## src/csu_pkg.sv

```systemverilog
// Shared types, constants and a helper function for the counting semaphore unit.
`default_nettype none

package csu_pkg;

    // Table geometry
    localparam int NUM_SEMS    = 32;
    localparam int NUM_THREADS = 32;
    localparam int SEM_IDW     = 5;
    localparam int SEM_DEPTH   = 1 << SEM_IDW;
    localparam int TID_W       = 6;
    localparam int CNT_W       = 32;
    localparam int MAP_W       = 32;
    localparam int MAP_IDXW    = 5;

    // Request codes
    typedef enum logic [1:0] {
        REQ_INIT    = 2'd0,
        REQ_TRYWAIT = 2'd1,
        REQ_WAIT    = 2'd2,
        REQ_POST    = 2'd3
    } req_code_t;

    // Status codes
    typedef enum logic [1:0] {
        ST_OK      = 2'd0,
        ST_BLOCK   = 2'd1,
        ST_INVALID = 2'd2,
        ST_QUEUED  = 2'd3
    } status_code_t;

    // Request beat
    typedef struct packed {
        logic [1:0]         req_type;
        logic [SEM_IDW-1:0] sem_id;
        logic [TID_W-1:0]   thread_id;
        logic [CNT_W-1:0]   init_value;
    } req_item_t;

    // Response beat
    typedef struct packed {
        logic [1:0]       status;
        logic             woken_valid;
        logic [TID_W-1:0] woken_thread;
    } rsp_item_t;

    // Write-back of one semaphore entry
    typedef struct packed {
        logic             we;
        logic [CNT_W-1:0] count;
        logic [MAP_W-1:0] bitmap;
    } entry_upd_t;

    // Index of the lowest set bit; isolate it, then encode the one-hot word
    function automatic logic [MAP_IDXW-1:0] lowest_idx(input logic [MAP_W-1:0] v);
        logic [MAP_W-1:0]    low;
        logic [MAP_IDXW-1:0] idx;
        low = v & (~v + MAP_W'(1));
        idx = '0;
        for (int i = 0; i < MAP_W; i++) begin
            for (int j = 0; j < MAP_IDXW; j++) begin
                if (((i >> j) & 1) == 1) begin
                    idx[j] = idx[j] | low[i];
                end
            end
        end
        return idx;
    endfunction

endpackage

`default_nettype wire

```

## src/csu_ram.sv

```systemverilog
// Generic single-port-write, registered-read synchronous RAM.
`default_nettype none

module csu_ram #(
    parameter int WIDTH = 32,
    parameter int DEPTH = 32,
    parameter int AW    = $clog2(DEPTH)
) (
    input  wire logic             clk,
    input  wire logic             we,
    input  wire logic [AW-1:0]    waddr,
    input  wire logic [WIDTH-1:0] wdata,
    input  wire logic             re,
    input  wire logic [AW-1:0]    raddr,
    output logic      [WIDTH-1:0] rdata
);

    logic [WIDTH-1:0] mem [DEPTH];

    // Write port
    always_ff @(posedge clk)
    begin
        if (we)
        begin
            mem[waddr] <= wdata;
        end
    end

    // Registered read port
    always_ff @(posedge clk)
    begin
        if (re)
        begin
            rdata <= mem[raddr];
        end
    end

endmodule

`default_nettype wire

```

## src/csu_alu.sv

```systemverilog
// Next-state and response logic for one semaphore request.
`default_nettype none

module csu_alu (
    input  wire csu_pkg::req_item_t             req,
    input  wire logic [csu_pkg::NUM_SEMS-1:0]   alloc_mask,
    input  wire logic [csu_pkg::CNT_W-1:0]      cur_count,
    input  wire logic [csu_pkg::MAP_W-1:0]      cur_bitmap,
    output csu_pkg::entry_upd_t                 upd,
    output csu_pkg::rsp_item_t                  rsp
);

    logic                          sem_ok;
    logic                          tid_ok;
    logic [csu_pkg::TID_W-1:0]     tid_m1;
    logic [csu_pkg::MAP_W-1:0]     tid_bit;
    logic [csu_pkg::MAP_IDXW-1:0]  low_idx;
    logic [csu_pkg::MAP_W-1:0]     low_bit;

    // Check the semaphore id against the table size and the allocation mask
    always_comb
    begin
        sem_ok = 1'b0;
        if (32'(req.sem_id) < 32'(csu_pkg::NUM_SEMS))
        begin
            sem_ok = alloc_mask[req.sem_id[$clog2(csu_pkg::NUM_SEMS > 1 ?
                                 csu_pkg::NUM_SEMS : 2)-1:0]];
        end
    end

    // Decode the caller's waiter bit and the lowest waiter
    assign tid_ok  = (req.thread_id != '0) &&
                     (32'(req.thread_id) <= 32'(csu_pkg::NUM_THREADS));
    assign tid_m1  = req.thread_id - csu_pkg::TID_W'(1);
    assign tid_bit = csu_pkg::MAP_W'(1) << tid_m1[csu_pkg::MAP_IDXW-1:0];
    assign low_idx = csu_pkg::lowest_idx(cur_bitmap);
    assign low_bit = csu_pkg::MAP_W'(1) << low_idx;

    // Apply the request
    always_comb
    begin
        upd.we           = 1'b0;
        upd.count        = cur_count;
        upd.bitmap       = cur_bitmap;
        rsp.status       = csu_pkg::ST_OK;
        rsp.woken_valid  = 1'b0;
        rsp.woken_thread = '0;
        if (!sem_ok)
        begin
            rsp.status = csu_pkg::ST_INVALID;
        end
        else
        begin
            case (req.req_type)
                csu_pkg::REQ_INIT:
                begin
                    upd.we    = 1'b1;
                    upd.count = req.init_value;
                end
                csu_pkg::REQ_TRYWAIT:
                begin
                    if (cur_count != '0)
                    begin
                        upd.we    = 1'b1;
                        upd.count = cur_count - csu_pkg::CNT_W'(1);
                    end
                    else
                    begin
                        rsp.status = csu_pkg::ST_BLOCK;
                    end
                end
                csu_pkg::REQ_WAIT:
                begin
                    if (cur_count != '0)
                    begin
                        upd.we    = 1'b1;
                        upd.count = cur_count - csu_pkg::CNT_W'(1);
                    end
                    else if (tid_ok)
                    begin
                        upd.we     = 1'b1;
                        upd.bitmap = cur_bitmap | tid_bit;
                        rsp.status = csu_pkg::ST_QUEUED;
                    end
                    else
                    begin
                        rsp.status = csu_pkg::ST_BLOCK;
                    end
                end
                csu_pkg::REQ_POST:
                begin
                    if (cur_bitmap != '0)
                    begin
                        upd.we           = 1'b1;
                        upd.bitmap       = cur_bitmap & ~low_bit;
                        rsp.woken_valid  = 1'b1;
                        rsp.woken_thread = csu_pkg::TID_W'(low_idx) + csu_pkg::TID_W'(1);
                    end
                    else if (cur_count != '1)
                    begin
                        upd.we    = 1'b1;
                        upd.count = cur_count + csu_pkg::CNT_W'(1);
                    end
                end
                default:
                begin
                    rsp.status = csu_pkg::ST_INVALID;
                end
            endcase
        end
    end

endmodule

`default_nettype wire

```

## src/counting_semaphore_unit.sv

```systemverilog
// Top level of the counting semaphore unit: request stage, entry RAMs and response.
//
// Usage:
//   Request channel: drive req and raise start; a beat is taken at a rising
//   edge where start is high and busy is low.
//   Response channel: done is high for exactly one cycle with the response
//   beat on rsp. The receiver cannot stall; it must take the beat then.
//   Configuration: cfg_we with cfg_wdata loads the allocation mask; write it
//   only while no request is in flight.
// Timing:
//   A request taken at an edge has its entry read into the registered outputs
//   of the count and waiter RAMs; the update stage then computes the new entry,
//   written back at the edge that also registers the response on rsp with done
//   high. busy is high for the one cycle the request holds the update stage;
//   the read-modify-write loop takes a new request only after the write-back.
// Reset:
//   rst_n clears the allocation mask, the per-entry valid bits (so every
//   count and waiter bitmap reads as zero) and the pipeline; no clearing
//   pass is needed and a request may be issued right after reset.
`default_nettype none

module counting_semaphore_unit (
    input  wire logic                             clk,
    input  wire logic                             rst_n,
    input  wire logic                             start,
    output logic                                  busy,
    input  wire csu_pkg::req_item_t               req,
    output logic                                  done,
    output csu_pkg::rsp_item_t                    rsp,
    input  wire logic                             cfg_we,
    input  wire logic [csu_pkg::NUM_SEMS-1:0]     cfg_wdata
);

    logic                                accept;
    logic                                stage_vld_reg;
    csu_pkg::req_item_t                  req_reg;
    logic [csu_pkg::NUM_SEMS-1:0]        alloc_mask_reg;
    logic [csu_pkg::SEM_DEPTH-1:0]       entry_vld_reg;
    logic [csu_pkg::SEM_DEPTH-1:0]       entry_vld_next;
    logic                                rd_vld_reg;
    logic [csu_pkg::CNT_W-1:0]           cnt_rdata;
    logic [csu_pkg::MAP_W-1:0]           map_rdata;
    logic [csu_pkg::CNT_W-1:0]           cur_count;
    logic [csu_pkg::MAP_W-1:0]           cur_bitmap;
    logic                                wr_en;
    csu_pkg::entry_upd_t                 upd;
    csu_pkg::rsp_item_t                  alu_rsp;
    logic                                done_reg;
    csu_pkg::rsp_item_t                  rsp_reg;

    // Take a request beat only when the update stage is empty
    assign accept = start && !stage_vld_reg;
    assign busy   = stage_vld_reg;
    assign wr_en  = stage_vld_reg && upd.we;

    // Hold the allocation mask
    always_ff @(posedge clk or negedge rst_n)
    begin
        if (!rst_n)
        begin
            alloc_mask_reg <= '0;
        end
        else if (cfg_we)
        begin
            alloc_mask_reg <= cfg_wdata;
        end
    end

    // Mark entries as written once their first update lands
    always_comb
    begin
        entry_vld_next = entry_vld_reg;
        if (wr_en)
        begin
            entry_vld_next[req_reg.sem_id] = 1'b1;
        end
    end

    // Advance the control pipeline
    always_ff @(posedge clk or negedge rst_n)
    begin
        if (!rst_n)
        begin
            stage_vld_reg <= 1'b0;
            entry_vld_reg <= '0;
            rd_vld_reg    <= 1'b0;
            done_reg      <= 1'b0;
        end
        else
        begin
            stage_vld_reg <= accept;
            entry_vld_reg <= entry_vld_next;
            done_reg      <= stage_vld_reg;
            if (accept)
            begin
                rd_vld_reg <= entry_vld_reg[req.sem_id];
            end
        end
    end

    // Capture request and response payloads
    always_ff @(posedge clk)
    begin
        if (accept)
        begin
            req_reg <= req;
        end
        if (stage_vld_reg)
        begin
            rsp_reg <= alu_rsp;
        end
    end

    // Count and waiter-bitmap storage
    csu_ram #(
        .WIDTH (csu_pkg::CNT_W),
        .DEPTH (csu_pkg::SEM_DEPTH)
    ) u_count_ram (
        .clk   (clk),
        .we    (wr_en),
        .waddr (req_reg.sem_id),
        .wdata (upd.count),
        .re    (accept),
        .raddr (req.sem_id),
        .rdata (cnt_rdata)
    );

    csu_ram #(
        .WIDTH (csu_pkg::MAP_W),
        .DEPTH (csu_pkg::SEM_DEPTH)
    ) u_map_ram (
        .clk   (clk),
        .we    (wr_en),
        .waddr (req_reg.sem_id),
        .wdata (upd.bitmap),
        .re    (accept),
        .raddr (req.sem_id),
        .rdata (map_rdata)
    );

    // Read unwritten entries as their reset value
    assign cur_count  = rd_vld_reg ? cnt_rdata : '0;
    assign cur_bitmap = rd_vld_reg ? map_rdata : '0;

    csu_alu u_alu (
        .req        (req_reg),
        .alloc_mask (alloc_mask_reg),
        .cur_count  (cur_count),
        .cur_bitmap (cur_bitmap),
        .upd        (upd),
        .rsp        (alu_rsp)
    );

    assign done = done_reg;
    assign rsp  = rsp_reg;

`ifndef SYNTHESIS
    // A response beat always follows a request held in the update stage
    a_done_after_busy: assert property (@(posedge clk) disable iff (!rst_n)
        done |-> $past(busy))
        else $error("response without a request in the update stage");

    // The update stage holds one request for exactly one cycle
    a_busy_one_cycle: assert property (@(posedge clk) disable iff (!rst_n)
        busy |=> !busy)
        else $error("update stage held longer than one cycle");

    // An accepted beat enters the update stage
    a_accept_busy: assert property (@(posedge clk) disable iff (!rst_n)
        (start && !busy) |=> busy)
        else $error("accepted request did not enter the update stage");

    // A released waiter comes with status ok and a real thread number
    a_woken_ok: assert property (@(posedge clk) disable iff (!rst_n)
        (done && rsp.woken_valid) |->
            (rsp.status == csu_pkg::ST_OK && rsp.woken_thread != '0))
        else $error("woken thread reported with bad status or number");

    // An invalid request leaves the entry RAMs untouched
    a_invalid_no_write: assert property (@(posedge clk) disable iff (!rst_n)
        (done && rsp.status == csu_pkg::ST_INVALID) |-> $past(!wr_en))
        else $error("invalid request wrote an entry");
`endif

endmodule

`default_nettype wire
```

## config.mk

```make
export PLATFORM = sky130hd
export DESIGN_NAME = counting_semaphore_unit
export DESIGN_NICKNAME = d
export VERILOG_FILES = /design/src/csu_pkg.sv /design/src/csu_ram.sv /design/src/csu_alu.sv /design/src/counting_semaphore_unit.sv
export SDC_FILE = /design/constraint.sdc
export NUM_CORES = 2
export LEC_CHECK = 0
export ABC_AREA = 1
export ABC_CLOCK_PERIOD_IN_PS = 6400
export BUFFER_PORTS_ARGS = -buffer_cell sky130_fd_sc_hd__buf_4
export CORE_UTILIZATION = 35
export CTS_CLUSTER_DIAMETER = 120
export DETAILED_ROUTE_END_ITERATION = 10
export GPL_TIMING_DRIVEN = 0
export PLACE_DENSITY_LB_ADDON = 0.2
export SLEW_MARGIN = 20
export SYNTH_ARGS = -nofsm -noshare
export SYNTH_HDL_FRONTEND = slang
export SYNTH_HIERARCHICAL = 1
export SYNTH_SLANG_ARGS = --single-unit
```

## constraint.sdc

```tcl
create_clock -name clk -period 6.4 [get_ports clk]
set_clock_uncertainty 0.2 [all_clocks]
set_input_delay 1.92 -clock clk [delete_from_list [all_inputs] [get_ports clk]]
set_output_delay 1.92 -clock clk [all_outputs]
set_load 0.02 [all_outputs]
```

Word level (Yosys, flattened, before mapping)

Memories as Yosys holds them, arrays and structs flattened. A register that Yosys moved wholly into a read port is not among the register bits.
Cells that the tools add are included.
Widths: inputs -> output; s select.

Memories: 2
RAM bits: 2048
Register bits: 121
Output and inout bits: 11
Bits of input ports: 81
Word-level logic and storage cells: 149

Memories:

| name            | words | width | read ports | clocked after Yosys merged registers in | wr ports | line          | RTL |
|---|---|---|---|---|---|---|---|
| u_count_ram.mem | 32    | 32    | 1          | 1                                       | 1        | csu_ram.sv:18 | `logic [WIDTH-1:0] mem [DEPTH];` |
| u_map_ram.mem   | 32    | 32    | 1          | 1                                       | 1        | csu_ram.sv:18 |  |

Shift operators: 2
Muxes and demuxes: 28
Reduce and logical (&&, ||, !) cells: 11
Bitwise logic cells: 81
Magnitude comparators: 4
$add $sub $neg: 5
Equality and inequality tests: 4

Operators by type and width:

| kind                  | count |
|---|---|
| $mux 32               | 7 |
| $pmux 33 s4           | 1 |
| $or 1x1->1            | 75 |
| $mux 33               | 2 |
| $mux 65               | 1 |
| $add 32x1->32 const B | 2 |
| $and 32x32->32        | 2 |
| $not 32->32           | 2 |
| $or 32x32->32         | 2 |
| $pmux 32 s2           | 1 |
| $reduce_bool 32->1    | 2 |
| $shl 1x5->32 const A  | 2 |
| $ne 32x32->1 const B  | 1 |
| $sub 32x1->32 const B | 1 |
| $lt 5x6->1 const B    | 2 |
| $bmux 1 s5            | 2 |
| $mux 1                | 9 |
| $mux 7                | 1 |
| $add 5x1->6 const B   | 1 |
| $le 6x6->1 const B    | 1 |
| $reduce_bool 6->1     | 1 |
| $demux 1 s5           | 1 |
| $ge 5x1->1 const B    | 1 |
| $sub 5x1->5 const B   | 1 |
| 9 further kinds       | 14 |

Longest topological paths before layout

Depth after elaboration: 28
Gate-level depth with buffers: 21
Mapped depth without buffers: 20

By module

The synthesis kept the hierarchy.

Modules (own cells, without submodules):

| module                  | cells each | seq. area each (um2) | times used | area each (um2) |
|---|---|---|---|---|
| csu_ram                 | 3536       | 31710.4              | 2          | 42726.0 |
| csu_alu                 | 1217       | 0.0                  | 1          | 5890.6 |
| counting_semaphore_unit | 422        | 3298.2               | 1          | 4882.2 |

Least setup slack after synthesis

No wires, ideal clock.

Kind: in2reg
Start: in start
End: reg stage_vld_reg (netlist: busy)
Stages: 2
Required time: 5583 ps
Path buffers: 0
Arrival: 6603 ps
Setup time: 617 ps
Slack: -1020 ps
Path through: inv_1 > nor2_1

Longest elaborated chain between the ends: 1

Ends and longest elaborated chain:

| what                   | line                          | RTL |
|---|---|---|
| start: declaration     | counting_semaphore_unit.sv:25 | `input wire logic start,` |
| $logic_and 1x1->1      | counting_semaphore_unit.sv:52 | `assign accept = start && !stage_vld_reg;` |
| net accept             | counting_semaphore_unit.sv:34 | `logic accept;` |
| end signal: assignment | counting_semaphore_unit.sv:91 | `stage_vld_reg <= accept;` |
| end: declaration       | counting_semaphore_unit.sv:35 | `logic stage_vld_reg;` |

The timed path passes the listed nets, and every way through them passes these cells.
A chain may end at the register's enable or synchronous reset.

==> flow_summary.yaml <==
status:
  status: "completed"
clocking:
  cts_max_level: 4
  insertion_delay_ns: 0.95
  clkTransAtPathRegs_ns: 0.06
  cts_buffers: 241
  root_buffer: "clkbuf_16"
  clockBufferDepth: 4
  cts_sinks: 2233
  cts_tree: "yes"
final_layout:
  final_nets: 9322
  fill_cells: 25700
  layout.cells.non_filler: 13000
  drive_gt1_frac: 0.137
  fin_util: 0.414
  syn2layout_area_growth_pct: 17.7
  final_area_mm2: 0.113
sta:
  max_freq_mhz: 162
  period_needed_ns: 6.19
  hold_violations: 0
  maxSlewHeadroom: 0.249
  tightest_slew_ns: 1.13
  slew_violations: 0
  finalSetupViolCount: 0
  rsz0062_at_grt: "no"
  fin_ws_ns: 0.209
  min_period_over_period: 0.967
routing:
  drt_iter0_markers: 8232
  routed_wl_mm: 334
  drt-pass1-iter-count: 6
  vias: 68500
  wire_per_inst_um: 25.6
  drcViolationCount: 0
  final_antenna_net_count: 0
  viasPerCell: 5.26
power_and_ir_drop:
  power_density_mw_per_mm2: 303
  peakVddDrop_mv: 0.243
  p_total_uw: 34300
  p_leak_uw: 0.0428
synth:
  synth-edff-count: 2166
  netlist_area_mm2: 0.0962
  yosysUniqueCellTypes: 56
  syn_avg_cell_area_um2: 11.0
  synth_fp_nets: 8804
  synth_cells: 8711
  synth_flop_cell: "edfxtp_1"
  yosys_register_bits: 2233
  yosys_warnings: 6
  synthArstFlopShare: 0.0300
  ys_seq_area_frac: 0.693
global_route:
  grt.overflow.total: 0
  grt_pass1_wl_mm: 472
  grt_usage: 0.236
  grt_antenna_before_repair: 17
  grt_pass1_vias: 65000
  grt_max_degree: 68
worst_setup_path:
  max_stage_delay_ns: 0.78
  worst-path-buf-inv: 6
  arrival_ns: 6.53
  crit_start: "rd_vld_reg"
  worstSetupStartpointType: "flip-flop"
  critical_path.max_fanout: 21
  worstSetupEndpointType: "flip-flop"
  worstRegToRegCells: 18
  crit_top_cell: "nand2_1"
  critPathTopFamily: "simple AND/OR/NAND/NOR gates"
  critPathKind: "reg2reg"
  cp_slowest_cell: "nor2_4"
  cp.required_ns: 6.74
  rr_startpoint: "rd_vld_reg"
  critical_path_depth: 18
  crit_path_cell_trace: "clkbuf_2 -> buf_2 -> nand2_1 -> inv_2 -> inv_1 -> ha_1 -> nand3_1 -> nor3_2 -> nand3_1 -> nand2_1 -> nand2_1 -> nor2_1 -> a31oi_1 -> nand2_1 -> inv_2 -> nand3_1 -> nor2_4 -> buf_12"
place:
  placed_area_mm2: 0.105
  place_worst_setup_slack_ns: -0.193
  dp_cells: 12500
  place_hpwl_mm: 236
  portBuffers: 90
  place.gp.congestion: 0.924
hold_path:
  whs_path_depth: 1
  hold_class: "reg2reg"
  hold_start: "entry_vld_reg[6]"
floorplan:
  die_height_um: 526
  initial_core_util: 0.352
  ios: 92
  die_area_mm2: 0.277
  core_mm2: 0.274
  placementRows: 192
  die_width_um: 526
flow_run:
  maxCapViolCount: 0
-- per-stage QoR --
step	setup TNS, ns	hold slack, ns
floorplan	0	0.243
global placement	-3789.18	0.258
detailed placement	-71.47	0.262
CTS	0	0.276
global route	0	0.284
finish	0	0.276
-- power breakdown --
part | switching (uW) | leakage (uW) | total, uW | internal, uW
clock | 5900 | 0.00374 | 13700 | 7850
combinational | 2910 | 0.0183 | 3890 | 974
sequential | 92.3 | 0.0207 | 16700 | 16600
total | 8900 | 0.0428 | 34300 | 25400
-- synthesized netlist by cell type, types with 36 or more instances --
cell         n  area [um2]
clkbuf_1    67         251
inv_2       84         315
xor2_1      41         359
nor2_1     307        1150
inv_1      107         402
buf_6      142        1600
nand2_1   3392       12700
edfxtp_1  2166       65000
nand3_1   1737        8690
dfrtp_1     67        1680
buf_1       36         135
nand4_1     36         225
buf_4       57         428
buf_2      203        1020
-- routing by layer --
| layer | vias up | track usage | part of all wire |
|---|---|---|---|
| met1 | 33900 | 0.337 | 0.44 |
| met2 | 2930 | 0.365 | 0.45 |
| met4 | 6 | 0.0796 | 0.034 |
| li1 | 31100 | - | - |
| met5 | - | 0 | 0.00012 |
| met3 | 490 | 0.0371 | 0.082 |
-- cell families after synthesis --
| kind of cell | Yosys count | share of synthesized area |
|---|---|---|
| flops | 2233 | 0.693 |
| compound gates | 122 | 0.00824 |
| xor+xnor | 46 | 0.00419 |
| buf+inv | 710 | 0.0447 |
| mux | 32 | 0.00374 |
| simple gates | 5556 | 0.244 |
| fa+ha+maj | 12 | 0.00156 |
-- cell type report --
| class | instances | area, um2 | share of cell area |
|---|---|---|---|
| Clock inverter | 161 | 1500 | 0.0132 |
| Timing Repair Buffer | 275 | 4090 | 0.0361 |
| Antenna cell | 10 | 25.0 | 0.000221 |
| Clock buffer | 285 | 6220 | 0.0549 |
| Multi-Input combinational cell | 5768 | 26000 | 0.229 |
| Tap cell | 3589 | 4490 | 0.0396 |
| Sequential cell | 2233 | 66700 | 0.589 |
| Buffer | 511 | 3520 | 0.0311 |
| Inverter | 199 | 779 | 0.00688 |
-- repair_timing --
action / in CTS / in global routing
setup endpoints to repair: 581 / 0
hold buffers: 0 / 0
resized for setup: 1 / 0
setup buffers: 50 / 0
-- cell usage in the layout (no fill, tap or decap), types with 5 or more instances in the layout --
cell and count:
a21oi_1 20, a31oi_1 5, buf_1 36, buf_12 103, buf_16 36, buf_2 203
buf_4 190, buf_6 144, buf_8 7, bufinv_16 23, clkbuf_1 109, clkbuf_16 242
clkinv_1 71, clkinv_2 40, clkinvlp_4 11, dfrtp_1 67, diode_2 10, edfxtp_1 2166
ha_1 12, inv_1 106, inv_2 85, inv_6 7, mux2_1 32, nand2_1 3348
nand2_2 52, nand3_1 1736, nand3b_1 5, nand4_1 36, nor2_1 242, nor2_2 18
nor2_4 73, nor3_1 16, o211ai_1 17, o21ai_0 9, o21ai_1 16, o21ai_4 13
o21bai_1 34, xnor2_1 5, xor2_1 41
-- path summary, 6_finish.rpt --
path / slack (ns) / end
hold / removal: 0.28 / entry_vld_reg[6]
setup reg to reg: 0.21 / u_map_ram/mem[4][14]
setup / recovery: 0.21 / u_map_ram/mem[4][14]
max in group asynchronous: 4.34 / alloc_mask_reg[8]
hold reg to reg: 0.28 / entry_vld_reg[6]
min in group asynchronous: 0.94 / entry_vld_reg[25]
(Power assumes the default switching activity.)
